[config.mk]
export PLATFORM = sky130hd
export DESIGN_NAME = i2c_master_byte_engine
export DESIGN_NICKNAME = d
export VERILOG_FILES = /design/src/hdl/i2cm_pkg.sv /design/src/hdl/i2cm_front.sv /design/src/hdl/i2cm_queue.sv /design/src/hdl/i2cm_back.sv /design/src/hdl/i2c_master_byte_engine.sv
export SDC_FILE = /design/constraint.sdc
export NUM_CORES = 1
export LEC_CHECK = 0
export ABC_AREA = 1
export BUFFER_PORTS_ARGS = -buffer_cell sky130_fd_sc_hd__buf_2
export CORE_MARGIN = 1.5
export CORE_UTILIZATION = 38
export DETAILED_ROUTE_END_ITERATION = 6
export GPL_ROUTABILITY_DRIVEN = 0
export PLACE_DENSITY_LB_ADDON = 0.15
export SLEW_MARGIN = 5
export SYNTH_ARGS = -nofsm -noshare
export SYNTH_HDL_FRONTEND = slang
export SYNTH_HIERARCHICAL = 1
export SYNTH_SLANG_ARGS = --single-unit
[constraint.sdc]
create_clock -name clk -period 2.75 [get_ports clk]
set_input_delay 0.825 -clock clk [delete_from_list [all_inputs] [get_ports clk]]
set_output_delay 0.825 -clock clk [all_outputs]
set_load 0.01 [all_outputs]
[src/hdl/i2cm_pkg.sv]
// i2cm_pkg: shared types, codes and helpers for the i2c master byte engine
// used by the front, the command queue, the bit engine and the top level
// depends on nothing
package i2cm_pkg;

	localparam int DELAY_W     = 16;
	localparam int CFG_W       = 16;
	localparam int QUEUE_DEPTH = 2;
	localparam int QPTR_W      = $clog2(QUEUE_DEPTH);
	localparam int QCNT_W      = $clog2(QUEUE_DEPTH + 1);

	localparam logic [CFG_W-1:0] HALF_PERIOD_RESET = CFG_W'(250);
	localparam logic [32:0]      DELAY_MAX         = (33'd1 << DELAY_W) - 33'd1;
	localparam logic [7:0]       MSB_MASK          = 8'h80;
	localparam logic [3:0]       BITS_PER_BYTE     = 4'd8;

	// raw kind codes on the input channel
	localparam logic [2:0] KIND_TICK  = 3'd0;
	localparam logic [2:0] KIND_START = 3'd1;
	localparam logic [2:0] KIND_STOP  = 3'd2;
	localparam logic [2:0] KIND_WRITE = 3'd3;
	localparam logic [2:0] KIND_READ  = 3'd4;

	typedef enum logic [2:0] {
		CMD_NONE  = 3'd0,
		CMD_START = 3'd1,
		CMD_STOP  = 3'd2,
		CMD_WRITE = 3'd3,
		CMD_READ  = 3'd4
	} cmd_t;

	typedef struct packed {
		cmd_t       cmd;
		logic [7:0] tx_data;
		logic       send_ack;
		logic       sda_in;
	} item_t;

	typedef enum logic [13:0] {
		PH_IDLE = 14'b00000000000001,
		PH_ST_A = 14'b00000000000010,
		PH_ST_B = 14'b00000000000100,
		PH_ST_C = 14'b00000000001000,
		PH_SP_A = 14'b00000000010000,
		PH_SP_B = 14'b00000000100000,
		PH_WR_A = 14'b00000001000000,
		PH_WR_B = 14'b00000010000000,
		PH_WK_A = 14'b00000100000000,
		PH_WK_B = 14'b00001000000000,
		PH_RD_A = 14'b00010000000000,
		PH_RD_B = 14'b00100000000000,
		PH_RK_A = 14'b01000000000000,
		PH_RK_B = 14'b10000000000000
	} phase_t;

	// length of one delay unit: zero acts as one, saturates at the counter range
	function automatic logic [DELAY_W-1:0] unit_len(input logic [CFG_W-1:0] cfg);
		logic [32:0] h;
		h = 33'(cfg);
		if (h == 33'd0) begin
			h = 33'd1;
		end
		if (h > DELAY_MAX) begin
			h = DELAY_MAX;
		end
		return h[DELAY_W-1:0];
	endfunction

endpackage

[src/hdl/i2cm_front.sv]
// i2cm_front: input side of the engine, takes ticks and decodes the kind code
// depends on i2cm_pkg; feeds i2cm_queue
module i2cm_front (
	input  logic              in_valid,
	output logic              in_stall,
	input  logic [2:0]        kind,
	input  logic [7:0]        tx_data,
	input  logic              send_ack,
	input  logic              sda_in,
	input  logic              q_full,
	output logic              q_push,
	output i2cm_pkg::item_t   q_item
);
	import i2cm_pkg::*;

	cmd_t cmd;

	// unknown kinds behave as a plain tick
	always_comb begin
		unique case (kind)
			KIND_START: cmd = CMD_START;
			KIND_STOP:  cmd = CMD_STOP;
			KIND_WRITE: cmd = CMD_WRITE;
			KIND_READ:  cmd = CMD_READ;
			default:    cmd = CMD_NONE;
		endcase
	end

	assign in_stall         = q_full;
	assign q_push           = in_valid && !q_full;
	assign q_item.cmd       = cmd;
	assign q_item.tx_data   = tx_data;
	assign q_item.send_ack  = send_ack;
	assign q_item.sda_in    = sda_in;

endmodule

[src/hdl/i2cm_queue.sv]
// i2cm_queue: short fifo of decoded ticks between the front and the bit engine
// depends on i2cm_pkg
module i2cm_queue (
	input  logic              clk,
	input  logic              arst_n,
	input  logic              push,
	input  i2cm_pkg::item_t   push_item,
	output logic              full,
	input  logic              pop,
	output logic              head_valid,
	output i2cm_pkg::item_t   head_item
);
	import i2cm_pkg::*;

	item_t              mem_q [QUEUE_DEPTH];
	logic [QPTR_W-1:0]  wr_ptr_q;
	logic [QPTR_W-1:0]  rd_ptr_q;
	logic [QCNT_W-1:0]  count_q;

	assign full       = (count_q == QCNT_W'(QUEUE_DEPTH));
	assign head_valid = (count_q != '0);
	assign head_item  = mem_q[rd_ptr_q];

	always_ff @(posedge clk) begin
		if (push) begin
			mem_q[wr_ptr_q] <= push_item;
		end
	end

	always_ff @(posedge clk or negedge arst_n) begin
		if (!arst_n) begin
			wr_ptr_q <= '0;
			rd_ptr_q <= '0;
			count_q  <= '0;
		end else begin
			if (push) begin
				wr_ptr_q <= wr_ptr_q + QPTR_W'(1);
			end
			if (pop) begin
				rd_ptr_q <= rd_ptr_q + QPTR_W'(1);
			end
			unique case ({push, pop})
				2'b10:   count_q <= count_q + QCNT_W'(1);
				2'b01:   count_q <= count_q - QCNT_W'(1);
				default: count_q <= count_q;
			endcase
		end
	end

endmodule

[src/hdl/i2cm_back.sv]
// i2cm_back: bit engine, runs start/stop/write/read sequences one tick at a time
// depends on i2cm_pkg; its state registers double as the output register
module i2cm_back (
	input  logic                         clk,
	input  logic                         arst_n,
	input  logic                         cfg_wr_en,
	input  logic [i2cm_pkg::CFG_W-1:0]   cfg_wr_data,
	input  logic                         head_valid,
	input  i2cm_pkg::item_t              head_item,
	output logic                         pop,
	output logic                         out_valid,
	input  logic                         out_stall,
	output logic                         scl_level,
	output logic                         sda_level,
	output logic                         busy_res,
	output logic                         done_res,
	output logic [7:0]                   rx_byte,
	output logic                         nack_seen
);
	import i2cm_pkg::*;

	logic [CFG_W-1:0]   half_q;
	phase_t             phase_q, phase_n;
	logic [3:0]         bit_idx_q, bit_idx_n;
	logic [7:0]         shift_q, shift_n;
	logic [DELAY_W-1:0] delay_q, delay_n, dc_dec;
	logic               scl_q, scl_n;
	logic               sda_q, sda_n;
	logic               ack_choice_q, ack_choice_n;
	logic               ack_res_q, ack_res_n;
	logic [7:0]         rx_q, rx_n;
	logic               done_q, done_n;
	logic               out_valid_q;
	logic               step;
	logic [DELAY_W-1:0] unit;
	logic [3:0]         idx_inc;
	logic [7:0]         shl;

	assign step    = head_valid && (!out_valid_q || !out_stall);
	assign pop     = step;
	assign unit    = unit_len(half_q);
	assign idx_inc = bit_idx_q + 4'd1;
	assign shl     = {shift_q[6:0], 1'b0};
	assign dc_dec  = (delay_q != '0) ? delay_q - DELAY_W'(1) : '0;

	always_comb begin
		phase_n      = phase_q;
		bit_idx_n    = bit_idx_q;
		shift_n      = shift_q;
		delay_n      = delay_q;
		scl_n        = scl_q;
		sda_n        = sda_q;
		ack_choice_n = ack_choice_q;
		ack_res_n    = ack_res_q;
		rx_n         = rx_q;
		done_n       = 1'b0;
		if (phase_q != PH_IDLE) begin
			// commands arriving while busy are dropped
			delay_n = dc_dec;
			if (dc_dec == '0) begin
				unique case (phase_q)
					PH_ST_A: begin
						sda_n = 1'b0; phase_n = PH_ST_B; delay_n = unit;
					end
					PH_ST_B: begin
						scl_n = 1'b0; phase_n = PH_ST_C; delay_n = unit;
					end
					PH_SP_A: begin
						sda_n = 1'b1; phase_n = PH_SP_B; delay_n = unit;
					end
					PH_WR_A: begin
						scl_n = 1'b1; phase_n = PH_WR_B; delay_n = unit;
					end
					PH_WR_B: begin
						scl_n     = 1'b0;
						shift_n   = shl;
						bit_idx_n = idx_inc;
						delay_n   = unit;
						if (idx_inc >= BITS_PER_BYTE) begin
							sda_n   = 1'b1;
							phase_n = PH_WK_A;
						end else begin
							sda_n   = |(shl & MSB_MASK);
							phase_n = PH_WR_A;
						end
					end
					PH_WK_A: begin
						scl_n = 1'b1; phase_n = PH_WK_B; delay_n = unit;
					end
					PH_WK_B: begin
						ack_res_n = head_item.sda_in;
						scl_n     = 1'b0;
						phase_n   = PH_IDLE;
						done_n    = 1'b1;
					end
					PH_RD_A: begin
						shift_n = {shift_q[6:0], head_item.sda_in};
						scl_n   = 1'b0;
						phase_n = PH_RD_B;
						delay_n = unit;
					end
					PH_RD_B: begin
						bit_idx_n = idx_inc;
						delay_n   = unit;
						if (idx_inc >= BITS_PER_BYTE) begin
							rx_n    = shift_q;
							sda_n   = !ack_choice_q;
							phase_n = PH_RK_A;
						end else begin
							scl_n   = 1'b1;
							phase_n = PH_RD_A;
						end
					end
					PH_RK_A: begin
						scl_n = 1'b1; phase_n = PH_RK_B; delay_n = unit;
					end
					PH_RK_B: begin
						scl_n   = 1'b0;
						sda_n   = 1'b1;
						phase_n = PH_IDLE;
						done_n  = 1'b1;
					end
					default: begin
						// last segment of start or stop
						phase_n = PH_IDLE;
						done_n  = 1'b1;
					end
				endcase
			end
		end else begin
			bit_idx_n = '0;
			unique case (head_item.cmd)
				CMD_START: begin
					sda_n = 1'b1; scl_n = 1'b1; phase_n = PH_ST_A; delay_n = unit;
				end
				CMD_STOP: begin
					sda_n = 1'b0; scl_n = 1'b1; phase_n = PH_SP_A; delay_n = unit;
				end
				CMD_WRITE: begin
					shift_n = head_item.tx_data;
					sda_n   = |(head_item.tx_data & MSB_MASK);
					phase_n = PH_WR_A;
					delay_n = unit;
				end
				CMD_READ: begin
					shift_n      = '0;
					ack_choice_n = head_item.send_ack;
					sda_n        = 1'b1;
					scl_n        = 1'b1;
					phase_n      = PH_RD_A;
					delay_n      = unit;
				end
				default: begin
					bit_idx_n = bit_idx_q;
				end
			endcase
		end
	end

	always_ff @(posedge clk) begin
		if (step) begin
			shift_q <= shift_n;
		end
	end

	always_ff @(posedge clk or negedge arst_n) begin
		if (!arst_n) begin
			half_q       <= HALF_PERIOD_RESET;
			phase_q      <= PH_IDLE;
			bit_idx_q    <= '0;
			delay_q      <= '0;
			scl_q        <= 1'b1;
			sda_q        <= 1'b1;
			ack_choice_q <= 1'b0;
			ack_res_q    <= 1'b0;
			rx_q         <= '0;
			done_q       <= 1'b0;
			out_valid_q  <= 1'b0;
		end else begin
			if (cfg_wr_en) begin
				half_q <= cfg_wr_data;
			end
			if (step) begin
				phase_q      <= phase_n;
				bit_idx_q    <= bit_idx_n;
				delay_q      <= delay_n;
				scl_q        <= scl_n;
				sda_q        <= sda_n;
				ack_choice_q <= ack_choice_n;
				ack_res_q    <= ack_res_n;
				rx_q         <= rx_n;
				done_q       <= done_n;
				out_valid_q  <= 1'b1;
			end else if (!out_stall) begin
				out_valid_q  <= 1'b0;
			end
		end
	end

	assign out_valid = out_valid_q;
	assign scl_level = scl_q;
	assign sda_level = sda_q;
	assign busy_res  = (phase_q != PH_IDLE);
	assign done_res  = done_q;
	assign rx_byte   = rx_q;
	assign nack_seen = ack_res_q;

endmodule

[src/hdl/i2c_master_byte_engine.sv]
// i2c_master_byte_engine: one result per input tick, presented from the output register after the
// input transaction has passed through the queue; sustains one tick per cycle while the output is not
// stalled; the two-entry queue lets input run while output stalls
// asynchronous active-low reset: engine idle, scl and sda released, queue empty,
// received byte and ack flag cleared, delay unit 250 ticks
// depends on i2cm_pkg, i2cm_front, i2cm_queue, i2cm_back
module i2c_master_byte_engine (
	input  logic                         clk,
	input  logic                         arst_n,
	input  logic                         cfg_wr_en,
	input  logic [i2cm_pkg::CFG_W-1:0]   cfg_wr_data,
	input  logic                         in_valid,
	output logic                         in_stall,
	input  logic [2:0]                   kind,
	input  logic [7:0]                   tx_data,
	input  logic                         send_ack,
	input  logic                         sda_in,
	output logic                         out_valid,
	input  logic                         out_stall,
	output logic                         scl_level,
	output logic                         sda_level,
	output logic                         busy_res,
	output logic                         done_res,
	output logic [7:0]                   rx_byte,
	output logic                         nack_seen
);
	import i2cm_pkg::*;

	logic  q_full;
	logic  q_push;
	item_t q_item;
	logic  head_valid;
	item_t head_item;
	logic  pop;

	i2cm_front u_front (
		.in_valid (in_valid),
		.in_stall (in_stall),
		.kind     (kind),
		.tx_data  (tx_data),
		.send_ack (send_ack),
		.sda_in   (sda_in),
		.q_full   (q_full),
		.q_push   (q_push),
		.q_item   (q_item)
	);

	i2cm_queue u_queue (
		.clk        (clk),
		.arst_n     (arst_n),
		.push       (q_push),
		.push_item  (q_item),
		.full       (q_full),
		.pop        (pop),
		.head_valid (head_valid),
		.head_item  (head_item)
	);

	i2cm_back u_back (
		.clk         (clk),
		.arst_n      (arst_n),
		.cfg_wr_en   (cfg_wr_en),
		.cfg_wr_data (cfg_wr_data),
		.head_valid  (head_valid),
		.head_item   (head_item),
		.pop         (pop),
		.out_valid   (out_valid),
		.out_stall   (out_stall),
		.scl_level   (scl_level),
		.sda_level   (sda_level),
		.busy_res    (busy_res),
		.done_res    (done_res),
		.rx_byte     (rx_byte),
		.nack_seen   (nack_seen)
	);

endmodule

### Word level (Yosys, flattened, before mapping)

Memories as Yosys holds them, arrays and structs flattened.
Cells that the tools add are included.
W data, S select, Z words.

* multiply operators: 0
* order comparisons: 2
* reduce and logical (&&, ||, !) cells: 34
* shifts and indexed selects: 0
* equality and inequality tests: 31
* add/subtract/negate cells: 6
* divide/modulo/power cells: 0
* bitwise gates (word level): 1
* multiplexer cells: 41

Operators by type and width (number)
* $pmux W14 S9: 1
* $mux W16: 7
* $pmux W14 S4: 1
* $logic_not A16 Y1: 2
* $pmux W8 S2: 2
* $mux W14: 2
* $gt A16 B16 Y1 const B: 1
* $mux W4: 4
* $mux W8: 2
* $reduce_bool A16 Y1: 1
* $sub A16 B1 Y16 const B: 1
* $mux W1: 15
* $reduce_and A5 Y1: 3
* $eq A14 B10 Y1 const B: 1
* $eq A14 B11 Y1 const B: 1
* $eq A14 B12 Y1 const B: 1
* $eq A14 B13 Y1 const B: 1
* $eq A14 B14 Y1 const B: 1
* $eq A14 B2 Y1 const B: 1
* $eq A14 B3 Y1 const B: 1
* $eq A14 B5 Y1 const B: 1
* $eq A14 B7 Y1 const B: 1
* $eq A14 B8 Y1 const B: 1
* $eq A14 B9 Y1 const B: 1
* 40 further kinds: 62

* bits of input ports: 34
* flip-flop bits (word level): 76
* ROM bits: 0
* latch bits: 0
* memories kept: 1
* bits in writable memories: 26
* output and inout bits: 15

Memories
* u_queue.mem_q: depth 2, bits a word 13, read ports 1, clocked after memory_dff 0, write ports 1, line i2cm_queue.sv:15 `item_t mem_q [QUEUE_DEPTH];`

### Logic depth before layout (Yosys ltp)

* word-level depth: 7
* depth in mapped cells: 17
* depth with buffers taken out: 16

### By module

Netlist, hierarchy kept.

By module, submodules not included
* i2cm_back: instances 1, area each 4326.6 um^2, cells an instance 589
* i2cm_queue: instances 1, area each 1214.9 um^2, cells an instance 92
* i2cm_front: instances 1, area each 116.4 um^2, cells an instance 20

### Worst setup path after synthesis

OpenSTA, ideal clock, no wires.

* path kind: register to register
* from: reg u_back.delay_q[0]
* to: reg u_back.shift_q[0], enable pin
* required time: 2.380 ns
* stages on the path, launching flop included: 14
* arrival: 2.139 ns
* slack: 0.241 ns
* path buffers: 1
* cell sequence: dfrtp_1 > clkinv_1 > ha_1 > nand2_2 > nor2_1 > nand2_2 > buf_6 > nand2_1 > nand3_1 > nor3_2 > nand3_2 > nand2_2 > nand2_1 > nor2_1

* longest elaborated chain between the ends: 5
* elaborated cells on any way between the ends: 6
* classes of those cells: add/sub: 1; eq/ne: 1; mux: 1; reduce/logical: 3

RTL lines
* start, declared: line i2cm_back.sv:26 `logic [DELAY_W-1:0] delay_q, delay_n, dc_dec;`
* start signal, assigned: line i2cm_back.sv:186 `delay_q <= delay_n;`
* $sub A16 B1 Y16 or $reduce_bool A16 Y1 (tied branches): line i2cm_back.sv:44 `assign dc_dec = (delay_q != '0) ? delay_q - DELAY_W'(1) : '0;`
* $mux W16 (*): line i2cm_back.sv:44
* $logic_not A16 Y1 (*): line i2cm_back.sv:60 `if (dc_dec == '0) begin`
* $ne A2 B1 Y1 (no source line) (*)
* $reduce_and A4 Y1 (no source line) (*)
* end signal, assigned: line i2cm_back.sv:162 `shift_q <= shift_n;`
* end, declared: line i2cm_back.sv:25 `logic [7:0] shift_q, shift_n;`

Every way passes the cells marked *; elsewhere a longest branch is shown, timed or not.
A chain may end at the register's enable or synchronous reset.

### Worst setup path after layout

* from: reg u_back.phase_q[9]
* to: out busy_res

* longest elaborated chain between the ends: 1

RTL lines
* start, declared: line i2cm_back.sv:23 `phase_t phase_q, phase_n;`
* start signal, assigned: line i2cm_back.sv:184 `phase_q <= phase_n;`
* $ne A14 B1 Y1: line i2cm_back.sv:203 `assign busy_res = (phase_q != PH_IDLE);`
* end, declared: line i2c_master_byte_engine.sv:22 `output logic busy_res,`

Every way passes these cells.

==> metrics.txt <==
power per cell area between 1000 and 1500 nW/um^2; relative slew slack between 60% and 70%; synth unique cells 44; setup skew after layout ~0.010 ns; Total Neg Setup Slack 0 ns; Mean Syn Cell Area 8.07 um^2; clk_lat worst skew between 0.3 and 0.4 ns; Slew Limit Fails 0; XOR/XNOR share of the synthesized area 0.774%; commonest non-fill, non-tap cell in the layout nand2_1; nets@finish 784; crit-path max FO 4; DR DRC count 0; Pre-antenna DRT Iters 5; clk root buf clkbuf_16; Diodes inserted 0; vias in the first global route about 4600; crit path capture type output pin; Layout Area Growth over Synthesis 12.5%; CTS clk-pin slew, worst paths about 0.08 ns; sw power around 2.9 mW; sequential share of power between 30% and 40%; Post-Synth Simple-Gate Area 29.7%; CTS tree done; DR vias 4586; Max clock buf depth 2; warnings from Yosys 6; Starting DRT DRC Count about 320; GR met2 Demand/Resource roughly 27%; Via density around 4.9; Rows 44; Yosys top cell by area dfrtp_1; total power draw 6.41 mW; Total GRT Usage approximately 18%; sw frac between 40% and 50%; Initial Utilization between 30% and 40%; Die X 125 um; top post-synthesis cells by area dfrtp_1 (26%), edfxtp_1 (18%), nand2_1 (13%); FF-to-FF path depth 13; Final Non-Filler Cells approximately 940; Logic pwr share 45.0%; met3 GRT Util between 3 and 4%; DR WL/cell approximately 14 um; hold crit path type register to register; ys async rst share about two thirds; adder-cell share of the synthesized area less than 1%; Clk pwr share just over 20%; total grt overflow 0; RSZ-0062 raised after global routing false; Port Buffer Count 48; RR Endpoint u_back/shift_q[5]; largest net degree at the start of global routing 69; H-tree levels 3; IO Pins 49; Max Freq roughly 390 MHz; CP Data Arrival Time roughly 1.8 ns; height of the die ~130 um; final worst slack around 0.16 ns; Core Region 14500 um^2; FF-to-FF Start u_back/delay_q[1]; Max Cap Violations 0; placed cell count about 920; Net Count, Synth approximately 740; flop2flop setup slack 0.22 ns; number of flops mapped to enable cells by yosys 34; outcome complete, no violations; DP Worst Slack ~0.14 ns; Yosys reg bits approximately 100; Leakage just over 3 nW; cell count after synthesis about 700; WL final ~13000 um; Seq/Total Area, Yosys 48.3%; met1 Track Usage GR approximately 25%; Hold Path Origin u_back/sda_level; mux contribution to synthesized area under 10%; Max VDD drop about 0.62 mV; gr busiest metal met2; min cycle time layout approximately 2.6 ns; Synth top area share around a quarter; largest family of logic cells by synthesized area simple AND/OR/NAND/NOR gates; complex-gate fraction of the synthesized area between 9 and 10%; die footprint ~16000 um^2; Setup crit start kind register; global-route wire length before repair between 20000 and 25000 um; Sink Count 102; share of cells above drive strength 1 just under 20%; Post-DP HPWL between 9000 and 10000 um; Final period util between 90% and 100%; hold path endpoint u_back/sda_level; endpoints failing setup 0; Setup CP Type register to output pin; Synth Cell Area about 5700 um^2; most frequent cells in the layout nand2_1 (190), inv_1 (93), nand3_1 (68), nor2_1 (61), dfrtp_1 (59); initial antenna violation count 0; Min-Delay Path Depth 2; Int Pwr approximately 3.6 mW; Post-DRT Antenna Nets 0; total CTS buffers 9; top_reg_cell synth dfrtp_1; Final Hold Fails 0; Worst EP required around 1.9 ns; slew of the pin with the lowest slew margin about 0.57 ns
## flip-flops by register name (all words and copies together), names as in the netlist
signal / count
u_back/half_q: 16
u_back/sda_level: 1
u_back/bit_idx_q: 4
u_back/scl_level: 1
u_queue/rd_ptr_q: 1
u_back/phase_q: 14
u_back/rx_byte: 8
u_queue/mem_q: 26
u_back/done_res: 1
u_queue/count_q: 2
u_back/ack_choice_q: 1
u_queue/wr_ptr_q: 1
u_back/delay_q: 16
u_back/nack_seen: 1
u_back/shift_q: 8
u_back/out_valid: 1
## stage by stage
| stage | util, % | hold WS (ns) | instance area, um^2 |
|---|---|---|---|
| 2_1_floorplan | - | 0.442 | 5660 |
| 3_3_place_gp | 41.5 | 0.451 | 6030 |
| 3_5_place_dp | 41.5 | 0.468 | 6030 |
| 4_1_cts | 43.6 | 0.487 | 6340 |
| 5_1_grt | 43.8 | 0.509 | 6370 |
| 6_report | 43.8 | 0.481 | 6370 |
## layout make-up
cell class / instances / area, um^2
Sequential cell: 102 / 2730
Timing Repair Buffer: 64 / 373
Clock buffer: 9 / 225
Fill cell: 1461 / 8170
Multi-Input combinational cell: 473 / 2360
Clock inverter: 7 / 80.1
Tap cell: 184 / 230
Inverter: 97 / 364
## cell usage after synthesis (2+ instances only)
library cell	number
ha_1	3
nor4_1	5
clkbuf_1	9
xor2_1	3
nand4_1	12
a21oi_1	5
mux2_2	6
nor2_4	2
clkinv_1	3
inv_1	93
nor3_1	9
a31oi_1	3
nor2_1	62
buf_2	2
o22ai_1	3
o21ai_2	21
o21ai_1	2
edfxtp_1	34
nand2_1	191
o31ai_1	2
nand2_2	8
buf_4	11
dfstp_2	9
or2_2	3
buf_6	6
o21ai_0	39
dfrtp_1	59
nor2_2	7
o21bai_1	2
xnor2_1	2
nand3_2	5
nand3_1	68
## power groups by stage
stage	sequential, mW	combinational [mW]	clock, mW
floorplan	2.18	2.19	0
global placement	2.25	2.79	0
finish	2.23	2.89	1.30
global route	2.28	3.30	1.39
CTS	2.23	2.83	1.34
detailed placement	2.26	2.82	0
## critical path, stage by stage, from the launching register on
cell and delay [ns]:
dfrtp_1 0.42, nor2_1 0.18, inv_1 0.07, nor2_1 0.17
nand2_1 0.15, nor2_2 0.14, nand2_2 0.12, buf_2 0.16
## worst max-delay path by stage
stage / from / end / slack (ns)
after global routing: u_back/delay_q[1] / u_back/shift_q[5] / 0.005
after CTS: u_back/phase_q[9] / busy_res / 0.03
after detailed placement: u_back/delay_q[1] / u_back/shift_q[2] / 0.14
final: u_back/phase_q[9] / busy_res / 0.16
after floorplan: u_back/delay_q[0] / u_back/shift_q[0] / 0.24
after global placement: u_back/delay_q[1] / u_back/shift_q[1] / 0.23
## per-layer routing
| metal | up-vias | routed length (um) |
|---|---|---|
| met5 | - | 0 |
| met4 | 0 | 223 |
| met3 | 15 | 592 |
| met2 | 107 | 5740 |
| met1 | 2107 | 6360 |
| li1 | 2357 | - |
## cell families after synthesis
| family | Yosys count |
|---|---|
| AO/OA/AOI/OAI | 81 |
| XOR/XNOR | 5 |
| adder cells (fa/ha/maj) | 3 |
| buffers and inverters | 126 |
| flip-flops | 102 |
| multiplexers | 6 |
| AND/OR/NAND/NOR | 378 |
## what timing repair did
item / in CTS / in global routing
hold buffers: 0 / 0
gates resized for setup: 1 / 3
pin swaps: 0 / 1
endpoints found under the hold margin: 0 / 0
setup buffers: 0 / 2
endpoints found under the setup margin: 1 / 27
Power figures use the tool's default switching activity.
